==> config.mk <==
export PLATFORM = sky130hd
export DESIGN_NAME = cascaded_timer_bank_top_flat
export DESIGN_NICKNAME = d
export VERILOG_FILES = /design/src/sv/ctb_pkg.sv /design/src/sv/ctb_if.sv /design/src/sv/ctb_cell.sv /design/src/sv/cascaded_timer_bank_top.sv /design/src/flat_wrapper.sv
export SDC_FILE = /design/constraint.sdc
export NUM_CORES = 2
export LEC_CHECK = 0
export ABC_AREA = 1
export BUFFER_PORTS_ARGS = -buffer_cell sky130_fd_sc_hd__clkbuf_2
export CAP_MARGIN = 10
export CORE_MARGIN = 1.5
export CORE_UTILIZATION = 60
export CTS_CLUSTER_SIZE = 14
export DETAILED_ROUTE_END_ITERATION = 12
export PLACE_DENSITY = 0.77
export SLEW_MARGIN = 0
export SYNTH_ARGS = -nofsm -noshare
export SYNTH_HDL_FRONTEND = slang
export SYNTH_SLANG_ARGS = --single-unit
==> constraint.sdc <==
create_clock -name clk -period 7.1 [get_ports clk]
set_input_delay 1.42 -clock clk [delete_from_list [all_inputs] [get_ports clk]]
set_output_delay 1.42 -clock clk [all_outputs]
set_load 0.02 [all_outputs]
==> src/sv/ctb_pkg.sv <==
`default_nettype none

package ctb_pkg;

	// Fixed field widths.
	localparam int TIMER_SLOTS    = 4;
	localparam int NUM_TIMERS_DEF = 4;
	localparam int COUNT_W        = 16;
	localparam int ELAPSED_W      = 12;
	localparam int REMAIN_W       = 28;
	localparam int DIFF_W         = REMAIN_W + 1;
	localparam int PERIOD_W       = 27;
	localparam int CTL_W          = 8;
	localparam int SHIFT_W        = 4;
	localparam int CFG_IDX_W      = 4;
	localparam int CFG_DATA_W     = 16;

	// Control register bits.
	localparam int CTL_ENABLE_BIT  = 7;
	localparam int CTL_IRQ_BIT     = 6;
	localparam int CTL_CASCADE_BIT = 2;

	// Configuration register indexes.
	localparam logic [CFG_IDX_W-1:0] CFG_IDX_RELOAD_BASE  = 4'd0;
	localparam logic [CFG_IDX_W-1:0] CFG_IDX_CONTROL_BASE = 4'd4;

	// Prescale select codes.
	localparam logic [1:0] PRESCALE_DIV1    = 2'd0;
	localparam logic [1:0] PRESCALE_DIV64   = 2'd1;
	localparam logic [1:0] PRESCALE_DIV256  = 2'd2;
	localparam logic [1:0] PRESCALE_DIV1024 = 2'd3;

	// Configuration write seen by one timer cell.
	typedef struct packed {
		logic                  reload_we;
		logic                  control_we;
		logic [CFG_DATA_W-1:0] data;
	} ctb_cfg_t;

	// Item as it travels down the row of cells.
	typedef struct packed {
		logic [ELAPSED_W-1:0]                  elapsed;
		logic                                  stop;
		logic [TIMER_SLOTS-1:0]                ovf;
		logic [TIMER_SLOTS-1:0]                irq;
		logic [TIMER_SLOTS-1:0][COUNT_W-1:0]   count;
	} ctb_stage_t;

	// Shift amount for a prescale select.
	function automatic logic [SHIFT_W-1:0] prescale_shift(input logic [1:0] sel);
		logic [SHIFT_W-1:0] sh;
		case (sel)
			PRESCALE_DIV1:    sh = 4'd0;
			PRESCALE_DIV64:   sh = 4'd6;
			PRESCALE_DIV256:  sh = 4'd8;
			PRESCALE_DIV1024: sh = 4'd10;
			default:          sh = 4'd0;
		endcase
		return sh;
	endfunction

	// Timer period: (0x10000 - reload) shifted left by the prescale shift.
	function automatic logic [PERIOD_W-1:0] timer_period(
		input logic [COUNT_W-1:0] reload,
		input logic [1:0]         sel
	);
		logic [COUNT_W:0] ticks;
		ticks = {1'b1, {COUNT_W{1'b0}}} - {1'b0, reload};
		return {{(PERIOD_W-COUNT_W-1){1'b0}}, ticks} << prescale_shift(sel);
	endfunction

endpackage

`default_nettype wire

==> src/sv/ctb_if.sv <==
`default_nettype none

// Elapsed-cycle item channel.
interface ctb_in_if;
	import ctb_pkg::*;

	logic                 valid;
	logic                 ready;
	logic [ELAPSED_W-1:0] elapsed_cycles;
	logic                 stop_mode;

	modport source (output valid, output elapsed_cycles, output stop_mode, input ready);
	modport sink   (input valid, input elapsed_cycles, input stop_mode, output ready);
endinterface

// Timer status result channel.
interface ctb_out_if;
	import ctb_pkg::*;

	logic                   valid;
	logic                   ready;
	logic [COUNT_W-1:0]     count_zero;
	logic [COUNT_W-1:0]     count_one;
	logic [COUNT_W-1:0]     count_two;
	logic [COUNT_W-1:0]     count_three;
	logic [TIMER_SLOTS-1:0] overflow_flags;
	logic [TIMER_SLOTS-1:0] irq_requests;

	modport source (
		output valid, output count_zero, output count_one, output count_two,
		output count_three, output overflow_flags, output irq_requests, input ready
	);
	modport sink (
		input valid, input count_zero, input count_one, input count_two,
		input count_three, input overflow_flags, input irq_requests, output ready
	);
endinterface

`default_nettype wire

==> src/sv/ctb_cell.sv <==
`default_nettype none

// One timer of the bank. It advances its own counter for the item at its
// input, adds its count and flags, and passes the item to the next cell
// through its stage register.
module ctb_cell #(
	parameter int unsigned IDX = 0
) (
	input  wire logic               clk,
	input  wire logic               arst_n,
	input  wire ctb_pkg::ctb_cfg_t  cfg,
	input  wire logic               in_valid,
	output logic                    in_ready,
	input  wire ctb_pkg::ctb_stage_t in_stage,
	output logic                    out_valid,
	input  wire logic               out_ready,
	output ctb_pkg::ctb_stage_t     out_stage
);
	import ctb_pkg::*;

	logic [COUNT_W-1:0]  reload_q;
	logic [CTL_W-1:0]    control_q;
	logic [REMAIN_W-1:0] remain_q;
	logic [COUNT_W-1:0]  count_q;
	logic                valid_q;
	ctb_stage_t          stage_q;

	logic                fire;
	logic                lower_ovf;
	logic                cascade;
	logic [PERIOD_W-1:0] period;
	logic [PERIOD_W-1:0] load_period;
	logic [DIFF_W-1:0]   diff;
	logic                wrapped;
	logic [DIFF_W-1:0]   sum;
	logic [REMAIN_W-1:0] remain_sat;
	logic signed [REMAIN_W-1:0] remain_s;
	logic signed [REMAIN_W-1:0] scaled;
	logic [COUNT_W-1:0]  count_inc;
	logic                step;
	logic [REMAIN_W-1:0] remain_nxt;
	logic [COUNT_W-1:0]  count_nxt;
	logic                hit;
	ctb_stage_t          stage_nxt;

	// A cell takes an item when its stage register is empty or drains.
	assign in_ready  = !valid_q || out_ready;
	assign fire      = in_valid && in_ready;
	assign out_valid = valid_q;
	assign out_stage = stage_q;

	// Overflow of the next lower timer for this same item.
	if (IDX == 0) begin : g_first
		assign lower_ovf = 1'b0;
	end else begin : g_chain
		assign lower_ovf = in_stage.ovf[IDX-1];
	end

	assign cascade     = (IDX != 0) && control_q[CTL_CASCADE_BIT];
	assign period      = timer_period(reload_q, control_q[1:0]);
	assign load_period = timer_period(reload_q, cfg.data[1:0]);

	// Prescaled path: subtract the elapsed cycles, add back one period on wrap,
	// saturate at the most negative remaining count.
	assign diff    = {remain_q[REMAIN_W-1], remain_q}
		- {{(DIFF_W-ELAPSED_W){1'b0}}, in_stage.elapsed};
	assign wrapped = diff[DIFF_W-1] || (diff == '0);
	assign sum     = wrapped ? diff + {{(DIFF_W-PERIOD_W){1'b0}}, period} : diff;

	always_comb begin
		if (sum[DIFF_W-1] && !sum[DIFF_W-2]) begin
			remain_sat = {1'b1, {(REMAIN_W-1){1'b0}}};
		end else begin
			remain_sat = sum[REMAIN_W-1:0];
		end
	end

	// Visible count is 0xFFFF minus the floor-scaled remaining count.
	assign remain_s  = $signed(remain_sat);
	assign scaled    = remain_s >>> prescale_shift(control_q[1:0]);
	assign count_inc = count_q + 1'b1;
	assign step      = fire && !in_stage.stop && control_q[CTL_ENABLE_BIT];

	// Next timer state and this timer's contribution to the item.
	always_comb begin
		remain_nxt = remain_q;
		count_nxt  = count_q;
		hit        = 1'b0;
		if (step) begin
			if (cascade) begin
				if (lower_ovf) begin
					if (count_inc == '0) begin
						count_nxt = reload_q;
						hit       = 1'b1;
					end else begin
						count_nxt = count_inc;
					end
				end
			end else begin
				remain_nxt = remain_sat;
				count_nxt  = ~scaled[COUNT_W-1:0];
				hit        = wrapped;
			end
		end
		stage_nxt            = in_stage;
		stage_nxt.count[IDX] = count_nxt;
		stage_nxt.ovf[IDX]   = hit;
		stage_nxt.irq[IDX]   = hit && control_q[CTL_IRQ_BIT];
	end

	// Timer registers; an enable edge loads a fresh period and the reload value.
	always_ff @(posedge clk or negedge arst_n) begin
		if (!arst_n) begin
			reload_q  <= '0;
			control_q <= '0;
			remain_q  <= '0;
			count_q   <= '0;
		end else begin
			if (cfg.reload_we) begin
				reload_q <= cfg.data[COUNT_W-1:0];
			end
			if (cfg.control_we) begin
				control_q <= cfg.data[CTL_W-1:0];
				if (!control_q[CTL_ENABLE_BIT] && cfg.data[CTL_ENABLE_BIT]) begin
					remain_q <= {{(REMAIN_W-PERIOD_W){1'b0}}, load_period};
					count_q  <= reload_q;
				end
			end else begin
				remain_q <= remain_nxt;
				count_q  <= count_nxt;
			end
		end
	end

	// Stage register toward the next cell.
	always_ff @(posedge clk or negedge arst_n) begin
		if (!arst_n) begin
			valid_q <= 1'b0;
		end else if (in_ready) begin
			valid_q <= in_valid;
		end
	end

	always_ff @(posedge clk) begin
		if (fire) begin
			stage_q <= stage_nxt;
		end
	end

endmodule

`default_nettype wire

==> src/sv/cascaded_timer_bank_top.sv <==
// Bank of up to four 16-bit timers driven by elapsed-cycle items. Each
// accepted item (elapsed_cycles, stop_mode) advances every enabled timer and
// yields one result with all visible counts and the overflow and interrupt
// bits of that step. Timer n lives in cell n of a row; an item moves one cell
// per clock while the cell ahead of it can take it, passing through the stage
// register of each cell in turn; the stage register of the last cell holds
// the result. A new item is taken every cycle while input ready is high. A
// cascaded timer sees the overflow of the timer below it for the same item,
// handed over with the item between neighboring cells. Stalls on the result
// side fill the empty cells first before input ready drops. Registers are
// written through cfg_we, cfg_index and cfg_data: indexes 0 to 3 are the
// reload values, 4 to 7 the control registers, higher indexes are ignored.
// Write them only while no item is in flight. Setting the enable bit of a
// control register loads the timer with a full period and its reload value.
`default_nettype none

module cascaded_timer_bank_top #(
	parameter int NUM_TIMERS = ctb_pkg::NUM_TIMERS_DEF
) (
	input  wire logic                          clk,
	input  wire logic                          arst_n,
	ctb_in_if.sink                             in_ch,
	ctb_out_if.source                          out_ch,
	input  wire logic                          cfg_we,
	input  wire logic [ctb_pkg::CFG_IDX_W-1:0] cfg_index,
	input  wire logic [ctb_pkg::CFG_DATA_W-1:0] cfg_data
);
	import ctb_pkg::*;

	ctb_stage_t stage [NUM_TIMERS+1];
	logic       valid [NUM_TIMERS+1];
	logic       ready [NUM_TIMERS+1];

	// Items enter the first cell with no counts and no flags.
	always_comb begin
		stage[0]         = '0;
		stage[0].elapsed = in_ch.elapsed_cycles;
		stage[0].stop    = in_ch.stop_mode;
	end
	assign valid[0]    = in_ch.valid;
	assign in_ch.ready = ready[0];

	// Row of timer cells with their register decode.
	for (genvar t = 0; t < NUM_TIMERS; t++) begin : g_cell
		ctb_cfg_t cfg;

		assign cfg.reload_we  = cfg_we
			&& (cfg_index == CFG_IDX_RELOAD_BASE + CFG_IDX_W'(t));
		assign cfg.control_we = cfg_we
			&& (cfg_index == CFG_IDX_CONTROL_BASE + CFG_IDX_W'(t));
		assign cfg.data       = cfg_data;

		ctb_cell #(
			.IDX (t)
		) u_cell (
			.clk       (clk),
			.arst_n    (arst_n),
			.cfg       (cfg),
			.in_valid  (valid[t]),
			.in_ready  (ready[t]),
			.in_stage  (stage[t]),
			.out_valid (valid[t+1]),
			.out_ready (ready[t+1]),
			.out_stage (stage[t+1])
		);
	end

	// The last cell's stage register is the result register.
	assign ready[NUM_TIMERS]     = out_ch.ready;
	assign out_ch.valid          = valid[NUM_TIMERS];
	assign out_ch.count_zero     = stage[NUM_TIMERS].count[0];
	assign out_ch.count_one      = stage[NUM_TIMERS].count[1];
	assign out_ch.count_two      = stage[NUM_TIMERS].count[2];
	assign out_ch.count_three    = stage[NUM_TIMERS].count[3];
	assign out_ch.overflow_flags = stage[NUM_TIMERS].ovf;
	assign out_ch.irq_requests   = stage[NUM_TIMERS].irq;

endmodule

`default_nettype wire

==> src/flat_wrapper.sv <==
// flat-port wrapper written by rule: the top's interface ports become plain ports
module cascaded_timer_bank_top_flat import ctb_pkg::*;
#(
	parameter int NUM_TIMERS = ctb_pkg::NUM_TIMERS_DEF
)
  (clk, arst_n, cfg_we, cfg_index, cfg_data, in_ch_valid, in_ch_elapsed_cycles, in_ch_stop_mode, in_ch_ready, out_ch_valid, out_ch_count_zero, out_ch_count_one, out_ch_count_two, out_ch_count_three, out_ch_overflow_flags, out_ch_irq_requests, out_ch_ready);
  ctb_in_if in_ch_i ();
  ctb_out_if out_ch_i ();
  input  wire logic clk;
  input  wire logic arst_n;
  input  wire logic cfg_we;
  input  wire logic [ctb_pkg::CFG_IDX_W-1:0] cfg_index;
  input  wire logic [ctb_pkg::CFG_DATA_W-1:0] cfg_data;
  input wire logic [$bits(in_ch_i.valid)-1:0] in_ch_valid;
  input wire logic [$bits(in_ch_i.elapsed_cycles)-1:0] in_ch_elapsed_cycles;
  input wire logic [$bits(in_ch_i.stop_mode)-1:0] in_ch_stop_mode;
  output wire logic [$bits(in_ch_i.ready)-1:0] in_ch_ready;
  output wire logic [$bits(out_ch_i.valid)-1:0] out_ch_valid;
  output wire logic [$bits(out_ch_i.count_zero)-1:0] out_ch_count_zero;
  output wire logic [$bits(out_ch_i.count_one)-1:0] out_ch_count_one;
  output wire logic [$bits(out_ch_i.count_two)-1:0] out_ch_count_two;
  output wire logic [$bits(out_ch_i.count_three)-1:0] out_ch_count_three;
  output wire logic [$bits(out_ch_i.overflow_flags)-1:0] out_ch_overflow_flags;
  output wire logic [$bits(out_ch_i.irq_requests)-1:0] out_ch_irq_requests;
  input wire logic [$bits(out_ch_i.ready)-1:0] out_ch_ready;
  assign in_ch_i.valid = in_ch_valid;
  assign in_ch_i.elapsed_cycles = in_ch_elapsed_cycles;
  assign in_ch_i.stop_mode = in_ch_stop_mode;
  assign in_ch_ready = in_ch_i.ready;
  assign out_ch_valid = out_ch_i.valid;
  assign out_ch_count_zero = out_ch_i.count_zero;
  assign out_ch_count_one = out_ch_i.count_one;
  assign out_ch_count_two = out_ch_i.count_two;
  assign out_ch_count_three = out_ch_i.count_three;
  assign out_ch_overflow_flags = out_ch_i.overflow_flags;
  assign out_ch_irq_requests = out_ch_i.irq_requests;
  assign out_ch_i.ready = out_ch_ready;
  cascaded_timer_bank_top #(.NUM_TIMERS(NUM_TIMERS)) u_core (.clk(clk), .arst_n(arst_n), .in_ch(in_ch_i), .out_ch(out_ch_i), .cfg_we(cfg_we), .cfg_index(cfg_index), .cfg_data(cfg_data));
endmodule
==> metrics.csv <==
metric;value;unit
slowest stage cell, crit path;o21ai_0;
vias;43760;
ys async rst share;0.5456;
vias per cell;6.249;
most common cell after layout, fill and taps aside;nand2_1;
Clock Pin Slew Worst Setup and Hold Paths;0.06;ns
Util after Layout;0.6541;
die width;263.2;µm
sequential power share;0.205;
cell mode on critical path;nand2_1;
Chip Height;263.2;µm
Worst Setup Slack, final;0.7987;ns
deepest clock path buffer count;3;
total track usage;0.4224;
Routed Antenna Nets;0;
Arrival @ worst endpoint;6.66;ns
Slew Limit Headroom;0.1593;
clk sink count;482;
layout cell share with drive strength beyond 1;0.07334;
CTS tree;yes;
Yosys top cell by area;dfrtp_1;
cell family with most CP delay;simple AND/OR/NAND/NOR gates;
Final Cycle Share;0.8875;
Hold Path Class;reg2reg;
Synth Cell Area;40620;µm²
Psw;12.65;mW
dpl ws;0.8616;ns
unrepaired setup endpoints after global routing;false;
H-tree levels;2;
top cell type's share of synthesized area;0.1620;
clk_skew;0.07975;ns
crit end category;flop;
initial drt markers;6786;
Mean Syn Cell Area;6.716;µm²
Mapped Nets;6257;
outcome;complete, no violations;
Clock Power Share;0.133;
most frequent cells in the layout;nand2_1 (1732), inv_1 (777), nor2_1 (538), nand3_1 (442), o21ai_0 (404);
crit path max fanout;42;
DRC viols;0;
final WL;150400;µm
CP required;7.46;ns
area of the multi-input gates;23390;µm²
Worst-Margin Slew;1.259;ns
Area Growth Syn to Fin;7.963;%
largest cells by area after synthesis;dfrtp_1 (16%), edfxtp_1 (16%), nand2_1 (16%), inv_1 (7.2%), nand3_1 (5.4%);
hold_ws;0.3813;ns
post-CTS resize count;0;
Slew Limit Fails;0;
Core Footprint;67040;µm²
Wirelength per Cell;21.48;µm
CTS root buf;clkbuf_16;
fillers;6197;
Placer Congestion;1.047;
largest net degree at the start of global routing;132;
count of cell types in the netlist;72;
maximum vdd drop;0.4212;mV
Combinational Power Share;0.661;
Total Nets Final;6285;
synthesized flop and latch total;482;
cts bufs inserted;54;
Max stage delay on crit path;0.47;ns
worst skew pair latency;0.68;ns
final hold viol count;0;
Setup TNS Final;0;ns
initial antenna violation count;7;
leakage;21.16;nW
register area;13160;µm²
FP Rows;95;
IO Count;112;
RR Startpoint;u_core.g_cell[2].u_cell.reload_q[0]$_DFFE_PN0P_;
CP startpoint;u_core.g_cell[2].u_cell.reload_q[0]$_DFFE_PN0P_;
min Tclk post-route;6.301;ns
Sw Ratio;0.5498;
vias in the first global route;39939;
Post-CTS Hold Buffers;0;
CP Launch Type;flop;
# Post-CTS Setup Buffers;0;
PortBufs;111;
final-report setup violation count;0;
synthesized instance count;6048;
Max Freq;0.1587;GHz
Pint;10.36;mW
category of the most critical setup path;reg2reg;
Bufs and invs on worst path;2;
Main synth FF type;dfrtp_1;
gr ovfl total;0;
yosys warns;0;
die footprint;69270;µm²
Cell Pwr Density;524.7;nW/µm²
Max-Cap Viols;0;
HPWL after DPL;113900;µm
global-route wire length before repair;229900;µm
register area share after synthesis;0.3239;
Hold Crit Start;u_core.g_cell[2].u_cell.out_stage[65]$_DFFE_PP_;
Post-synth EDFFs;219;
initial core utilization;0.6059;
Detailed Routing Iterations Pass 1;7;
-- metal layers --
layer / up-vias / share of wire / GRT usage
met5: - / 0.00016 / 0
met3: 517 / 0.12 / 0.09185
met1: 20187 / 0.40 / 0.5817
met4: 4 / 0.049 / 0.1800
li1: 20155 / - / -
met2: 2897 / 0.43 / 0.6421
-- registers in the layout (all words and copies together) (netlist names) --
name / count
u_core.g_cell.u_cell.remain_q: 112
u_core.g_cell.u_cell.count_q: 64
u_core.g_cell.u_cell.out_stage: 219
u_core.g_cell.u_cell.control_q: 19
u_core.g_cell.u_cell.out_valid: 4
u_core.g_cell.u_cell.reload_q: 64
-- worst reg2reg max path, delay by kind of cell, from the launching register on --
family | cells | cell delay, ns
flops | 1 | 0.45
fa+ha+maj | 2 | 0.69
simple gates | 22 | 3.88
mux | 1 | 0.16
compound gates | 2 | 0.53
buf+inv | 2 | 0.35
-- synth_stat cells (all sizes together) (4+ instances only) --
master	n
edfxtp	219
a22oi	34
o22ai	112
o221ai	59
o21a	9
o31ai	14
nor3	65
dfrtp	263
nand4	85
a211oi	13
a32oi	9
inv	811
o21ai	476
a21oi	299
ha	163
a31oi	42
nand3	457
and2	16
nand2	1769
fa	8
o211ai	35
nand3b	13
o21bai	13
o2111ai	4
buf	75
xor2	115
a221oi	9
or2	12
xnor2	57
a21boi	12
nor4	25
clkbuf	136
nor2	565
clkinv	18
a21o	10
-- power groups by stage --
stage	Sequential [mW]	Clock, mW	Combinational (mW)
2_1_floorplan	4.49	0	10.7
3_5_place_dp	4.70	0	14.6
5_1_grt	4.79	3.17	16.6
4_1_cts	4.67	3.07	14.7
3_3_place_gp	4.69	0	14.5
6_report	4.72	3.07	15.2
-- per-stage QoR --
| step | area, µm² | power, mW | cells |
|---|---|---|---|
| after floorplan | 40620 | 15.16 | 6048 |
| after global placement | 41870 | 19.15 | 6892 |
| after detailed placement | 41870 | 19.29 | 6892 |
| after CTS | 43820 | 22.42 | 6994 |
| after global routing | 43850 | 24.57 | 7000 |
| final | 43850 | 23.01 | 7003 |
-- path summary, 6_finish.rpt --
path	to	slack [ns]	cells after the start
hold reg to reg	u_core.g_cell[3].u_cell.out_stage[65]$_DFFE_PP_	0.38	0
setup reg to reg	u_core.g_cell[2].u_cell.out_stage[41]$_DFFE_PP_	0.80	29
min in group asynchronous	u_core.g_cell[3].u_cell.remain_q[17]$_DFFE_PN0P_	0.68	1
hold / removal	u_core.g_cell[3].u_cell.out_stage[65]$_DFFE_PP_	0.38	0
setup / recovery	u_core.g_cell[2].u_cell.out_stage[41]$_DFFE_PP_	0.80	29
max in group asynchronous	u_core.g_cell[2].u_cell.count_q[4]$_DFFE_PN0P_	4.97	2
-- area by class of cell --
| cell class | instances | share of cell area |
|---|---|---|
| Antenna cell | 8 | 0.0004565 |
| Clock buffer | 72 | 0.03492 |
| Clock inverter | 30 | 0.009444 |
| Inverter | 829 | 0.07096 |
| Multi-Input combinational cell | 4526 | 0.5333 |
| Sequential cell | 482 | 0.3000 |
| Tap cell | 873 | 0.02491 |
| Timing Repair Buffer | 183 | 0.02596 |
-- cell families (layout without fill, tap and decap cells) --
group | count (synthesis) | in the layout | share of synthesized area
mux | 1 | 1 | 0.0002464
compound gates | 1171 | 1171 | 0.1702
flops | 482 | 482 | 0.3239
simple gates | 3011 | 3011 | 0.3128
buf+inv | 1040 | 1114 | 0.1012
other cells | 0 | 8 | 0
fa+ha+maj | 171 | 171 | 0.05415
xor+xnor | 172 | 172 | 0.03746
No activity file was read; power rests on OpenSTA's default activity.
